--- src/hdl/pmfb_pkg.sv ---
// shared types, command codes and defaults for the packed mono frame store
`default_nettype none
package pmfb_pkg;

  localparam int PANEL_WIDTH_DEF  = 168;
  localparam int PANEL_HEIGHT_DEF = 384;
  // widest store index over the whole parameter range (128 x 256 bytes)
  localparam int ADDR_MAX_W = 15;

  localparam logic [2:0] CMD_PIXEL = 3'd0;
  localparam logic [2:0] CMD_FILL  = 3'd1;
  localparam logic [2:0] CMD_RECT  = 3'd2;
  localparam logic [2:0] CMD_IMAGE = 3'd3;
  localparam logic [2:0] CMD_RAW   = 3'd4;
  localparam logic [2:0] CMD_READ  = 3'd5;

  localparam logic [7:0] BYTE_ON  = 8'hFF;
  localparam logic [7:0] BYTE_OFF = 8'h00;

  typedef enum logic [2:0] {
    OP_NONE,
    OP_PIX,
    OP_FILL,
    OP_RECT,
    OP_WRITE,
    OP_READ
  } op_t;

  typedef struct packed {
    op_t                   op;
    logic [ADDR_MAX_W-1:0] addr;
    logic [7:0]            data;
    logic [2:0]            bit_pos;
    logic                  on;
    logic [7:0]            nb;
    logic [8:0]            np;
    logic                  clip;
  } job_t;

endpackage
`default_nettype wire

--- src/hdl/pmfb_queue.sv ---
// two-entry job queue between the front end and the store engine
`default_nettype none
module pmfb_queue (
  input  wire logic           clk,
  input  wire logic           rst,
  input  wire logic           push,
  input  wire pmfb_pkg::job_t push_job,
  output logic                full,
  input  wire logic           pop,
  output logic                pop_valid,
  output pmfb_pkg::job_t      pop_job
);
  import pmfb_pkg::*;

  job_t       slots [2];
  logic       wptr;
  logic       rptr;
  logic [1:0] count;
  logic       do_push;
  logic       do_pop;

  assign full      = (count == 2'd2);
  assign pop_valid = (count != 2'd0);
  assign pop_job   = slots[rptr];
  assign do_push   = push && !full;
  assign do_pop    = pop && pop_valid;

  always_ff @(posedge clk) begin
    if (rst) begin
      wptr  <= 1'b0;
      rptr  <= 1'b0;
      count <= 2'd0;
    end else begin
      if (do_push) begin
        slots[wptr] <= push_job;
        wptr        <= !wptr;
      end
      if (do_pop) begin
        rptr <= !rptr;
      end
      count <= count + 2'(do_push) - 2'(do_pop);
    end
  end

endmodule
`default_nettype wire

--- config.mk ---
export PLATFORM = sky130hd
export DESIGN_NAME = pmfb_queue
export DESIGN_NICKNAME = d
export VERILOG_FILES = /design/src/hdl/pmfb_pkg.sv /design/src/hdl/pmfb_queue.sv
export SDC_FILE = /design/constraint.sdc
export NUM_CORES = 1
export LEC_CHECK = 0
export ABC_AREA = 1
export BUFFER_PORTS_ARGS = -buffer_cell sky130_fd_sc_hd__buf_4
export CORE_UTILIZATION = 30
export DETAILED_ROUTE_END_ITERATION = 8
export HOLD_SLACK_MARGIN = 0.1
export SLEW_MARGIN = 20
export SYNTH_ARGS = -nofsm -noshare
export SYNTH_HDL_FRONTEND = slang
export SYNTH_SLANG_ARGS = --single-unit
--- constraint.sdc ---
create_clock -name clk -period 5.3 [get_ports clk]
set_input_delay 0.53 -clock clk [delete_from_list [all_inputs] [get_ports clk]]
set_output_delay 0.53 -clock clk [all_outputs]
set_load 0.01 [all_outputs]
==> metrics.md <==
| Metric | Value |
|---|---|
| Post-route DRC | `0` |
| P_leak | `1.915 nW` |
| MaxCap Viol Count | `0` |
| Slew Limit Fails | `0` |
| Mean Syn Cell Area | `20.29 um2` |
| I/O pin count | `102` |
| First-pass GRT wire length | `9.936 mm` |
| WHS | `0.3768 ns` |
| Antenna viol nets, final | `0` |
| Post-placement setup slack | `3.011 ns` |
| Power share of the clock group | `0.300` |
| Setup crit start kind | `register` |
| Core box area | `0.01216 mm2` |
| Vias post-DR | `1952` |
| Synth Instances | `187` |
| Synthesis Warnings | `0` |
| N_diodes | `0` |
| Design internal power | `1.632 mW` |
| Pin count of the biggest net entering global routing | `29` |
| Initial drt markers | `92` |
| Critical-path maximum fanout | `28` |
| Hpwl dp | `4.408 mm` |
| Register share of total power | `0.465` |
| Synth Net Count | `241` |
| Initial antenna violation count | `0` |
| Cell Rows | `40` |
| CTS tree | `yes` |
| Crit path DAT | `2.05 ns` |
| Final setup viols | `0` |
| Final Skew | `0.004523 ns` |
| CTS clk-pin slew, worst paths | `0.06 ns` |
| Reg2Reg Setup Slack | `3.36 ns` |
| Post-CTS sizing | `0` |
| Die Ht | `114.5 um` |
| Area of the multi-input gates | `750.7 um2` |
| # fillers | `1114` |
| Sequential element share of the synthesized area | `0.7860` |
| Worst hold path type | `in2reg` |
| Post-Syn Area | `0.003795 mm2` |
| Synth cell types | `15` |
| WL per Instance | `13.75 um` |
| Hold_buf cts | `0` |
| Kind of critical path | `reg2out` |
| Highest clock rate | `387.0 MHz` |
| CTS Root Cell | `clkbuf_16` |
| Clock Tree Buf Depth | `2` |
| Sw Share | `0.2415` |
| RSZ-0062 raised after global routing | `no` |
| Fin crit share | `0.4875` |
| Worst Hold Launch | `push_job[10]` |
| Rel. slew slack | `0.5556` |
| Power per cell area | `425.0 mW/mm2` |
| Later-pin clock latency in the skew report | `0.33 ns` |
| Sequential cell area | `0.002984 mm2` |
| Vias in the first global route | `1998` |
| Synthesized flop and latch total | `101` |
| Fin. Hold Viols | `0` |
| Critical Path Sink Type | `output port` |
| Die Wd | `114.5 um` |
| Worst-margin pin slew | `0.6650 ns` |
| Share of cells above drive strength 1 | `0.5578` |
| H-tree depth | `3` |
| Min cycle time layout | `2.584 ns` |
| Maximum vdd ir drop | `0.2484 mV` |
| Tot GR Track Use | `0.1044` |
| Total CTS buffers | `9` |
| Final setup TNS | `0 ns` |
| Die area | `0.01310 mm2` |
| Post-CTS setup buffers | `0` |
| Combinational share of power | `0.235` |
| Port Buf Inserts | `101` |
| Status | `finished, final reports clean` |
| Setup ws final | `2.716 ns` |
| Clk sinks | `101` |
| Total grt overflow | `0` |
| Initial core utilization | `0.3120` |
| Nets | `352` |
| WP data required | `4.77 ns` |
| Final wirelength | `6.477 mm` |
| Worst r2r src | `count[1]` |
| Sw Pwr | `0.5194 mW` |
| Syn-to-layout area delta | `33.37%` |
| First-pass iteration count of the detailed router | `4` |
| Vias per cell | `4.144` |
| Routability cong. | `0.6870` |
[critical path: stages (launching register included)]
cell	delay [ns]
dfxtp_2	0.65
buf_4	0.50
mux2_2	0.39
buf_4	0.14
[final timing paths]
| check | cells past startpoint | endpoint |
|---|---|---|
| min | 1 | slots[0][10] |
| min reg2reg | 2 | rptr |
| max | 3 | pop_job[2] |
| max reg2reg | 4 | slots[0][29] |
[final cells by class]
cell class / count / area share
well taps: 168 / 0.04153
clock buffers: 15 / 0.05290
repair buffers: 105 / 0.1557
multi-input cells: 73 / 0.1483
flip-flops and latches: 101 / 0.5896
inverters: 8 / 0.005933
clock inverters: 1 / 0.005933
[layout by cell type, fill, tap and decap left out]
cell type,count
buf_4,105
nand2_1,7
ha_1,2
dfxtp_2,1
bufinv_16,1
inv_1,8
clkbuf_1,4
nand3_1,2
clkbuf_16,9
o21ai_2,1
nor2_4,1
clkbuf_8,2
mux2_4,20
nor3_2,1
dfxtp_1,4
a21oi_1,1
mux2_2,28
nor2_1,9
edfxtp_1,96
o21ai_0,1
[power groups by stage]
stage	Combinational, mW	Sequential, mW	Clock (mW)
2_1_floorplan	0.316	0.999	0
3_3_place_gp	0.513	1.02	0
3_5_place_dp	0.517	1.02	0
4_1_cts	0.518	1.00	0.670
5_1_grt	0.551	1.01	0.693
6_report	0.506	0.999	0.646
[flip-flops by register name (all words and copies together) (netlist names), named ones only]
signal and count:
count 2, wptr 1, rptr 1, slots 96
[cells in the mapped netlist, drive strengths merged]
cell type,n,area [um2]
ha,2,25.02
nand3,2,10.01
a21oi,1,5.000
nor2,10,37.54
nor3,1,5.000
edfxtp,96,2883
buf,5,43.79
inv,8,30.03
o21ai,2,13.76
nand2,7,26.28
dfxtp,5,100.1
mux2,48,615.6
[layer usage]
layer | wire (um) | up-vias | global-route usage
li1 | - | 930 | -
met1 | 2659 | 938 | 0.1202
met2 | 3270 | 73 | 0.1766
met3 | 441 | 11 | 0.03812
met4 | 105 | 0 | 0.04156
met5 | 0 | - | 0
[stage by stage]
stage / cells / utilization / power [mW] / instance area [um2]
2_1_floorplan: 187 / - / 1.316 / 3795
3_3_place_gp: 455 / 0.3917 / 1.528 / 4763
3_5_place_dp: 455 / 0.3917 / 1.535 / 4763
4_1_cts: 471 / 0.4162 / 2.190 / 5061
5_1_grt: 471 / 0.4162 / 2.253 / 5061
6_report: 471 / 0.4162 / 2.151 / 5061
[kinds of logic after synthesis]
family                   after synthesis  synth area share
AO/OA/AOI/OAI                          3          0.004943
AND/OR/NAND/NOR                       20           0.02077
flip-flops                           101            0.7860
adder cells (fa/ha/maj)                2          0.006593
multiplexers                          48            0.1622
buffers and inverters                 13           0.01945
Note: power is estimated with default switching activity, not from simulation.
