`config.mk`:
```
export PLATFORM = sky130hd
export DESIGN_NAME = pmfb_front
export DESIGN_NICKNAME = d
export VERILOG_FILES = /design/src/hdl/pmfb_pkg.sv /design/src/hdl/pmfb_front.sv
export SDC_FILE = /design/constraint.sdc
export NUM_CORES = 1
export LEC_CHECK = 0
export BUFFER_PORTS_ARGS = -buffer_cell sky130_fd_sc_hd__buf_2
export CAP_MARGIN = 20
export CORE_ASPECT_RATIO = 1.75
export CORE_UTILIZATION = 25
export DETAILED_ROUTE_END_ITERATION = 10
export SETUP_SLACK_MARGIN = 0.02
export SLEW_MARGIN = 20
export SYNTH_ARGS = -nofsm -noshare
export SYNTH_HDL_FRONTEND = slang
export SYNTH_SLANG_ARGS = --single-unit
```
`constraint.sdc`:
```
create_clock -name vclk -period 15.57
set_input_delay 3.114 -clock vclk [all_inputs]
set_output_delay 3.114 -clock vclk [all_outputs]
set_load 0.02 [all_outputs]
```
`src/hdl/pmfb_pkg.sv`:
```
// shared types, command codes and defaults for the packed mono frame store
`default_nettype none
package pmfb_pkg;

  localparam int PANEL_WIDTH_DEF  = 168;
  localparam int PANEL_HEIGHT_DEF = 384;
  // widest store index over the whole parameter range (128 x 256 bytes)
  localparam int ADDR_MAX_W = 15;

  localparam logic [2:0] CMD_PIXEL = 3'd0;
  localparam logic [2:0] CMD_FILL  = 3'd1;
  localparam logic [2:0] CMD_RECT  = 3'd2;
  localparam logic [2:0] CMD_IMAGE = 3'd3;
  localparam logic [2:0] CMD_RAW   = 3'd4;
  localparam logic [2:0] CMD_READ  = 3'd5;

  localparam logic [7:0] BYTE_ON  = 8'hFF;
  localparam logic [7:0] BYTE_OFF = 8'h00;

  typedef enum logic [2:0] {
    OP_NONE,
    OP_PIX,
    OP_FILL,
    OP_RECT,
    OP_WRITE,
    OP_READ
  } op_t;

  typedef struct packed {
    op_t                   op;
    logic [ADDR_MAX_W-1:0] addr;
    logic [7:0]            data;
    logic [2:0]            bit_pos;
    logic                  on;
    logic [7:0]            nb;
    logic [8:0]            np;
    logic                  clip;
  } job_t;

endpackage
`default_nettype wire

```
`src/hdl/pmfb_front.sv`:
```
// front end: takes requests, clips them and works out store addresses
`default_nettype none
module pmfb_front #(
  parameter int PANEL_WIDTH  = pmfb_pkg::PANEL_WIDTH_DEF,
  parameter int PANEL_HEIGHT = pmfb_pkg::PANEL_HEIGHT_DEF
) (
  input  wire logic [2:0]      cmd,
  input  wire logic [8:0]      pos_x,
  input  wire logic [8:0]      pos_y,
  input  wire logic [8:0]      rect_width,
  input  wire logic [8:0]      rect_height,
  input  wire logic            pixel_on,
  input  wire logic [7:0]      byte_value,
  input  wire logic [6:0]      src_block_col,
  input  wire logic [7:0]      src_pair_row,
  input  wire logic [12:0]     byte_index,
  input  wire logic            in_valid,
  output logic                 in_ready,
  input  wire logic            q_full,
  input  wire logic            clearing,
  output logic                 q_push,
  output pmfb_pkg::job_t       job
);
  import pmfb_pkg::*;

  localparam int COLS  = PANEL_WIDTH / 4;
  localparam int PAIRS = PANEL_HEIGHT / 2;
  localparam int SIZE  = COLS * PAIRS;

  logic [6:0] bx;
  logic [7:0] by;
  logic [7:0] col_room;
  logic [8:0] pair_room;
  logic [7:0] nb;
  logic [8:0] np;
  logic [8:0] row;
  logic [7:0] col;
  logic [ADDR_MAX_W-1:0] tile_addr;
  logic pix_out;

  assign bx = pos_x[8:2];
  assign by = pos_y[8:1];

  always_comb begin
    col_room  = 8'(COLS) - {1'b0, bx};
    pair_room = 9'(PAIRS) - {1'b0, by};
    if ({1'b0, bx} >= 8'(COLS)) begin
      nb = '0;
    end else begin
      nb = ({1'b0, rect_width[8:2]} < col_room) ? {1'b0, rect_width[8:2]} : col_room;
    end
    if ({1'b0, by} >= 9'(PAIRS)) begin
      np = '0;
    end else begin
      np = ({1'b0, rect_height[8:1]} < pair_room) ? {1'b0, rect_height[8:1]} : pair_room;
    end
  end

  // one multiplier shared by pixel, rectangle and image addressing
  always_comb begin
    if (cmd == CMD_IMAGE) begin
      row = {1'b0, by} + {1'b0, src_pair_row};
      col = {1'b0, bx} + {1'b0, src_block_col};
    end else begin
      row = {1'b0, by};
      col = {1'b0, bx};
    end
    tile_addr = ADDR_MAX_W'(row) * ADDR_MAX_W'(COLS) + ADDR_MAX_W'(col);
  end

  assign pix_out = ({1'b0, pos_x} >= 10'(PANEL_WIDTH)) || ({1'b0, pos_y} >= 10'(PANEL_HEIGHT))
                   || ({1'b0, bx} >= 8'(COLS)) || ({1'b0, by} >= 9'(PAIRS));

  always_comb begin
    job         = '0;
    job.op      = OP_NONE;
    job.addr    = tile_addr;
    job.data    = byte_value;
    job.bit_pos = 3'd7 - {pos_x[1:0], pos_y[0]};
    job.on      = pixel_on;
    job.nb      = nb;
    job.np      = np;
    unique case (cmd)
      CMD_PIXEL: begin
        job.clip = pix_out;
        job.op   = pix_out ? OP_NONE : OP_PIX;
      end
      CMD_FILL: begin
        job.op = OP_FILL;
      end
      CMD_RECT: begin
        job.clip = (nb == '0) || (np == '0);
        job.op   = job.clip ? OP_NONE : OP_RECT;
        job.data = pixel_on ? BYTE_ON : BYTE_OFF;
      end
      CMD_IMAGE: begin
        job.clip = ({1'b0, src_block_col} >= nb) || ({1'b0, src_pair_row} >= np);
        job.op   = job.clip ? OP_NONE : OP_WRITE;
      end
      CMD_RAW, CMD_READ: begin
        job.addr = ADDR_MAX_W'(byte_index);
        job.clip = (16'(byte_index) >= 16'(SIZE));
        if (job.clip) begin
          job.op = OP_NONE;
        end else begin
          job.op = (cmd == CMD_RAW) ? OP_WRITE : OP_READ;
        end
      end
      default: begin
        job.op = OP_NONE;
      end
    endcase
  end

  // no request taken while the store is being cleared after reset
  assign in_ready = !q_full && !clearing;
  assign q_push   = in_valid && in_ready;

endmodule
`default_nettype wire

```
==> results of run 1 <==
## worst min path at each step
stage	cells after the start	to	slack, ps
floorplan	1	job[19]	6300
global placement	2	job[18]	6470
detailed placement	2	job[18]	6470
CTS	2	job[18]	6470
global route	2	job[18]	6480
finish	2	job[18]	6470
## Yosys cell counts (3+ instances only)
cell type  instances  area [um2]
and3_1             4        25.0
a21oi_1           29         145
fa_1               7         140
a211oi_1           8        60.1
nand4_1            6        37.5
xor2_1            13         114
nand2_1           49         184
nand3_1            9        45.0
o22ai_1            3        18.8
nand2b_1           6        37.5
o21bai_1           5        37.5
buf_4              4        30.0
nor2b_1            7        43.8
clkbuf_1          11        41.3
o31ai_1            4        30.0
a211o_1            7        61.3
or2_2             10        62.6
a21o_1            19         143
nor4_1             3        18.8
ha_1              82        1030
o21a_1             5        37.5
nor3_1             5        25.0
or4_1              4        30.0
a31oi_1            5        31.3
o211ai_1           3        22.5
mux2i_1            7        70.1
o21ai_0           35         175
inv_1             51         191
and2_1             3        18.8
nor2_1            38         143
xnor2_1           17         149
nor3b_1            3        22.5
## cell families (layout without fill, tap and decap cells)
| logic type | count (synthesis) | in the layout |
|---|---|---|
| AOI/OAI and AO/OA | 151 | 151 |
| adders and majority gates | 89 | 89 |
| muxes | 9 | 9 |
| and+or+nand+nor | 158 | 158 |
| buffers and inverters | 69 | 177 |
| xor gates and xnor gates | 30 | 30 |
| other | 1 | 2 |
## layout make-up
cell class         count  area share [%]
well taps            177            5.05
inverters             51            4.37
multi-input cells    439            76.1
repair buffers       126            14.5
## layer usage
| metal | up-vias | GRT usage [%] | wire length (um) |
|---|---|---|---|
| li1 | 2061 | - | - |
| met1 | 1824 | 15.1 | 4220 |
| met2 | 88 | 29.4 | 6120 |
| met3 | 14 | 0.471 | 292 |
| met4 | 0 | 2.73 | 186 |
| met5 | - | 0 | 0 |
## critical path, stage by stage
cell	delay, ps
buf_2	150
ha_1	230
fa_1	410
a21o_1	180
a21oi_1	220
o21bai_1	90
a21oi_1	250
xor2_1	90
o21ai_0	460
ha_1	330
ha_1	270
inv_1	50
fa_1	500
inv_1	40
ha_1	340
or2_2	310
a21oi_1	150
a21oi_1	100
or4_1	440
nand3_1	130
nand4_1	130
mux2i_1	190
buf_2	190
## through the flow
stage | util (%) | hold slack, ps | instance area, um2 | power, mW
after floorplan | - | 6300 | 3620 | 0.225
final | 31.4 | 6470 | 4390 | 0.307
after CTS | 31.4 | 6470 | 4390 | 0.310
after global placement | 31.4 | 6470 | 4390 | 0.307
after detailed placement | 31.4 | 6470 | 4390 | 0.308
after global routing | 31.4 | 6480 | 4390 | 0.343
## power breakdown
part,switching (mW),internal (mW)
logic,0.182,0.125
clock network,0,0
registers,0,0
total,0.182,0.125
==> results.md, run 1 <==
* Fin nets at 786
* Final wirelength at about 11000 um
* Startpoint type of the worst setup path: input port
* Area delta synth->final at 21.2%
* Layout cells sized above 1 at 23.9%
* Std-Cell Rows at 57
* Synth Cell Area at 3620 um2
* Ant. Diodes at 0
* DR WL/cell at around 14 um
* Crit-path max FO at 7
* Highest-count cells in the layout ignoring fill and taps: buf_2 (124), ha_1 (82), inv_1 (51)
* Simple-gate share of the synthesized area at 21.7%
* Hold WC Path Type: in -> out
* CTS Hold Bufs at 0
* Synth cell types at 66
* Die Y at 161 um
* Setup bufs post-CTS at 0
* Adder-Cell Fraction of Synth Area at 32.2%
* Post-Synth XOR/XNOR Area at 7.26%
* Final setup fails at 0
* Worst VDD drop at 0.0350 mV
* Unrepaired setup endpoints after global routing: no
* Crit path time final at 11480 ps
* Worst-Margin Slew at 824 ps
* Compound-cell area share of the yosys netlist at about 28%
* Sequential share of the synthesized area at 0%
* Initial antenna violation count at 0
* Routed Antenna Nets at 0
* Vias in the first global route at 3862
* Syn_area_per_cell at 7.13 um2
* Place WS at between 4000 and 5000 ps
* Die Wd at 92.9 um
* Gpl congestion at 0.830
* Fmax at 87.1 MHz
* DRT Pass-1 Iters at 4
* Die area at ~15000 um2
* Origin of the worst setup path: pos_y[1]
* Critical path type: in -> out
* MaxCap Viol Count at 0
* Core area at 14000 um2
* Area of the multi-input gates at between 3000 and 4000 um2
* Grt ovf at 0
* First-pass GRT wire length at about 17000 um
* Final Non-Filler Cells at 793
* Synth Instances at 507
* Leakage power at 2.36 nW
* FF+latch count at 0
* Worst min-delay path startpoint: pixel_on
* # fillers at 1607
* WP data arrival at 8370 ps
* Vias per cell at 5.03
* PortBufs at 124
* Cells after DPL at between 700 and 800
* Pwr Density at 70.0 nW/um2
* Number of clock buffers in the layout at 0
* Post-synthesis mux area share at 2.56%
* Initial Util at 25.9%
* I/O Pins at roughly 130
* Fin. Hold Viols at 0
* Critical Path RT at 12460 ps
* Vias at between 3000 and 4000
* Commonest non-fill, non-tap cell in the layout: buf_2
* Final TNS setup at 0 ps
* Max-slew violations at 0
* Slew margin rel. at 44.8%
* Largest net degree at the start of global routing at 28
* Hpwl dp at between 9000 and 10000 um
* Yosys warns at 0
* Post-route clock period utilization at 73.8%
* First DRT Iteration DRCs at 100
* Crit end category: primary output
* Worst setup margin at around 4100 ps
* Sequential cell area at 0 um2
* DRC violations left at 0
* Status: finished, final reports clean
* Largest family of logic cells by synthesized area: adder cells
* Worst Setup EP: job[44]
* Overall Global Routing Usage at 14.1%
* Post-cts sizing count at 0
Note: power is estimated with default switching activity, not from simulation.
==> run 2, diff against run 1 <==
clock period = 9.4 ns   (was 15.57 ns; I/O delays follow)
==> run 2 against run 1 <==
Against the previous run:
- utilization rose by 0.21 points
- clock-buffer cell count did not move
- power rose by 67%
- global-route usage rose by 0.23 points
- first-iteration DRC count fell by 35%
- critical path depth did not move
- critical endpoint unchanged
- critical path type unchanged
==> results.md, run 2 (synthesized netlist as in run 1, its figures left out) <==
* Status: finished, final reports clean (unchanged)
* Initial antenna violation count at 0 (unchanged)
* Worst VDD drop at 0.0656 mV (was 0.0350 mV)
* First DRT Iteration DRCs at 65 (was 100)
* Die Wd at 92.9 um (unchanged)
* Number of clock buffers in the layout at 0 (unchanged)
* Vias in the first global route at 3897 (was 3862)
* Slew margin rel. at 58.7% (was 44.8%)
* Hold WC Path Type: in -> out (unchanged)
* WHS Path Cells at 2 (unchanged)
* Leakage power at 2.38 nW (was 2.36 nW)
* CTS Hold Bufs at 0 (unchanged)
* Worst min-delay path startpoint: pixel_on (unchanged)
* Sequential cell area at 0 um2 (unchanged)
* PortBufs at 124 (unchanged)
* Post-route clock period utilization at 92.9%
* Setup bufs post-CTS at 0 (unchanged)
* Place WS at 676 ps (was 4020 ps)
* Largest net degree at the start of global routing at 28 (unchanged)
* Die area at 15000 um2 (unchanged)
* Crit-path max FO at 7 (unchanged)
* Final TNS setup at 0 ps (unchanged)
* Hpwl dp at 9690 um (was 9580 um)
* Critical Path RT at 7520 ps (was 12460 ps)
* DRT Pass-1 Iters at 4 (unchanged)
* Vias per cell at 5.04 (was 5.03)
* Crit path time final at between 8000 and 9000 ps
* Post-cts sizing count at 0 (unchanged)
* Ant. Diodes at 0 (unchanged)
* DRC violations left at 0 (unchanged)
* Gpl congestion at 0.854 (was 0.830)
* Core area at 14000 um2 (unchanged)
* Highest-count cells in the layout ignoring fill and taps: buf_2 (124), ha_1 (82), inv_1 (51) (unchanged)
* MaxCap Viol Count at 0 (unchanged)
* Area delta synth->final at 22.1% (was 21.2%)
* WHS Endpoint: job[18] (unchanged)
* Critical path type: in -> out (unchanged)
* Grt ovf at 0 (unchanged)
* Max-slew violations at 0 (unchanged)
* Final setup fails at 0 (unchanged)
* DR WL/cell at 13.8 um (was 13.7 um)
* Worst setup margin at 665 ps (was 4090 ps)
* Startpoint type of the worst setup path: input port (unchanged)
* First-pass GRT wire length at 17700 um (was 17500 um)
* WP data arrival at 6850 ps (was 8370 ps)
* Pwr Density at 116 nW/um2 (was 70.0 nW/um2)
* Std-Cell Rows at 57 (unchanged)
* Routed Antenna Nets at 0 (unchanged)
* Layout cells sized above 1 at 24.4% (was 23.9%)
* Die Y at 161 um (unchanged)
* # fillers at 1614 (was 1607)
* Vias at 4014 (was 3987)
* Overall Global Routing Usage at 14.3% (was 14.1%)
* Commonest non-fill, non-tap cell in the layout: buf_2 (unchanged)
* I/O Pins at 129 (unchanged)
* FF+latch count at 0 (unchanged)
* Crit end category: primary output (unchanged)
* Unrepaired setup endpoints after global routing: no (unchanged)
* Fmax at 114 MHz
* Fin. Hold Viols at 0 (unchanged)
* Fin nets at 790 (was 786)
* Worst-Margin Slew at 617 ps (was 824 ps)
* Final wirelength at 11000 um (was 10800 um)
* Initial Util at 25.9% (unchanged)
run 2: metal layers:
metal  global-route usage (%)  share of wire [%]
met5                        0                  0
met4                     3.78                2.7
met3                    0.471                2.6
met2                     29.2                 55
met1                     15.5                 39
run 2: where the power goes:
part | internal (mW) | switching (mW) | total [mW]
clock | 0 | 0 | 0
sequential | 0 | 0 | 0
combinational | 0.209 | 0.304 | 0.513
run 2: final cells by class:
cell class	instances	area (um2)	area share, %
multi-input combinational	439	3340	75.6
timing repair buffer	130	666	15.1
tap	177	221	5.02
inverter	51	191	4.34
run 2: per-stage QoR:
step / std cells / util (%) / instance area (um2) / power [mW] / hold slack, ps
global placement: 797 / 31.6 / 4420 / 0.511 / 4000
detailed placement: 797 / 31.6 / 4420 / 0.515 / 4000
finish: 797 / 31.6 / 4420 / 0.513 / 4000
CTS: 797 / 31.6 / 4420 / 0.518 / 4000
floorplan: 508 / - / 3620 / 0.372 / 3840
global route: 797 / 31.6 / 4420 / 0.571 / 4010
run 2: how the worst max path moves through the flow:
stage                     slack (ps)       to     start  cells past startpoint
after global routing             320  job[44]  pos_y[1]                     23
final                            670  job[44]  pos_y[1]                     23
after detailed placement         680  job[44]  pos_y[1]                     23
after floorplan                  960  job[44]  pos_y[1]                     21
after global placement           690  job[44]  pos_y[1]                     23
after CTS                        660  job[44]  pos_y[1]                     23
run 2: worst max-delay path, cell delays in order:
cell,delay [ps]
buf_2,150
ha_1,230
fa_1,410
a21o_1,180
a21oi_1,220
o21bai_1,90
a21oi_1,240
xor2_1,90
o21ai_0,240
ha_1,280
ha_1,280
inv_1,50
fa_1,500
inv_1,40
ha_1,350
or2_2,320
a21oi_1,150
a21oi_1,100
or4_1,450
nand3_1,120
nand4_1,130
mux2i_1,180
buf_2,180
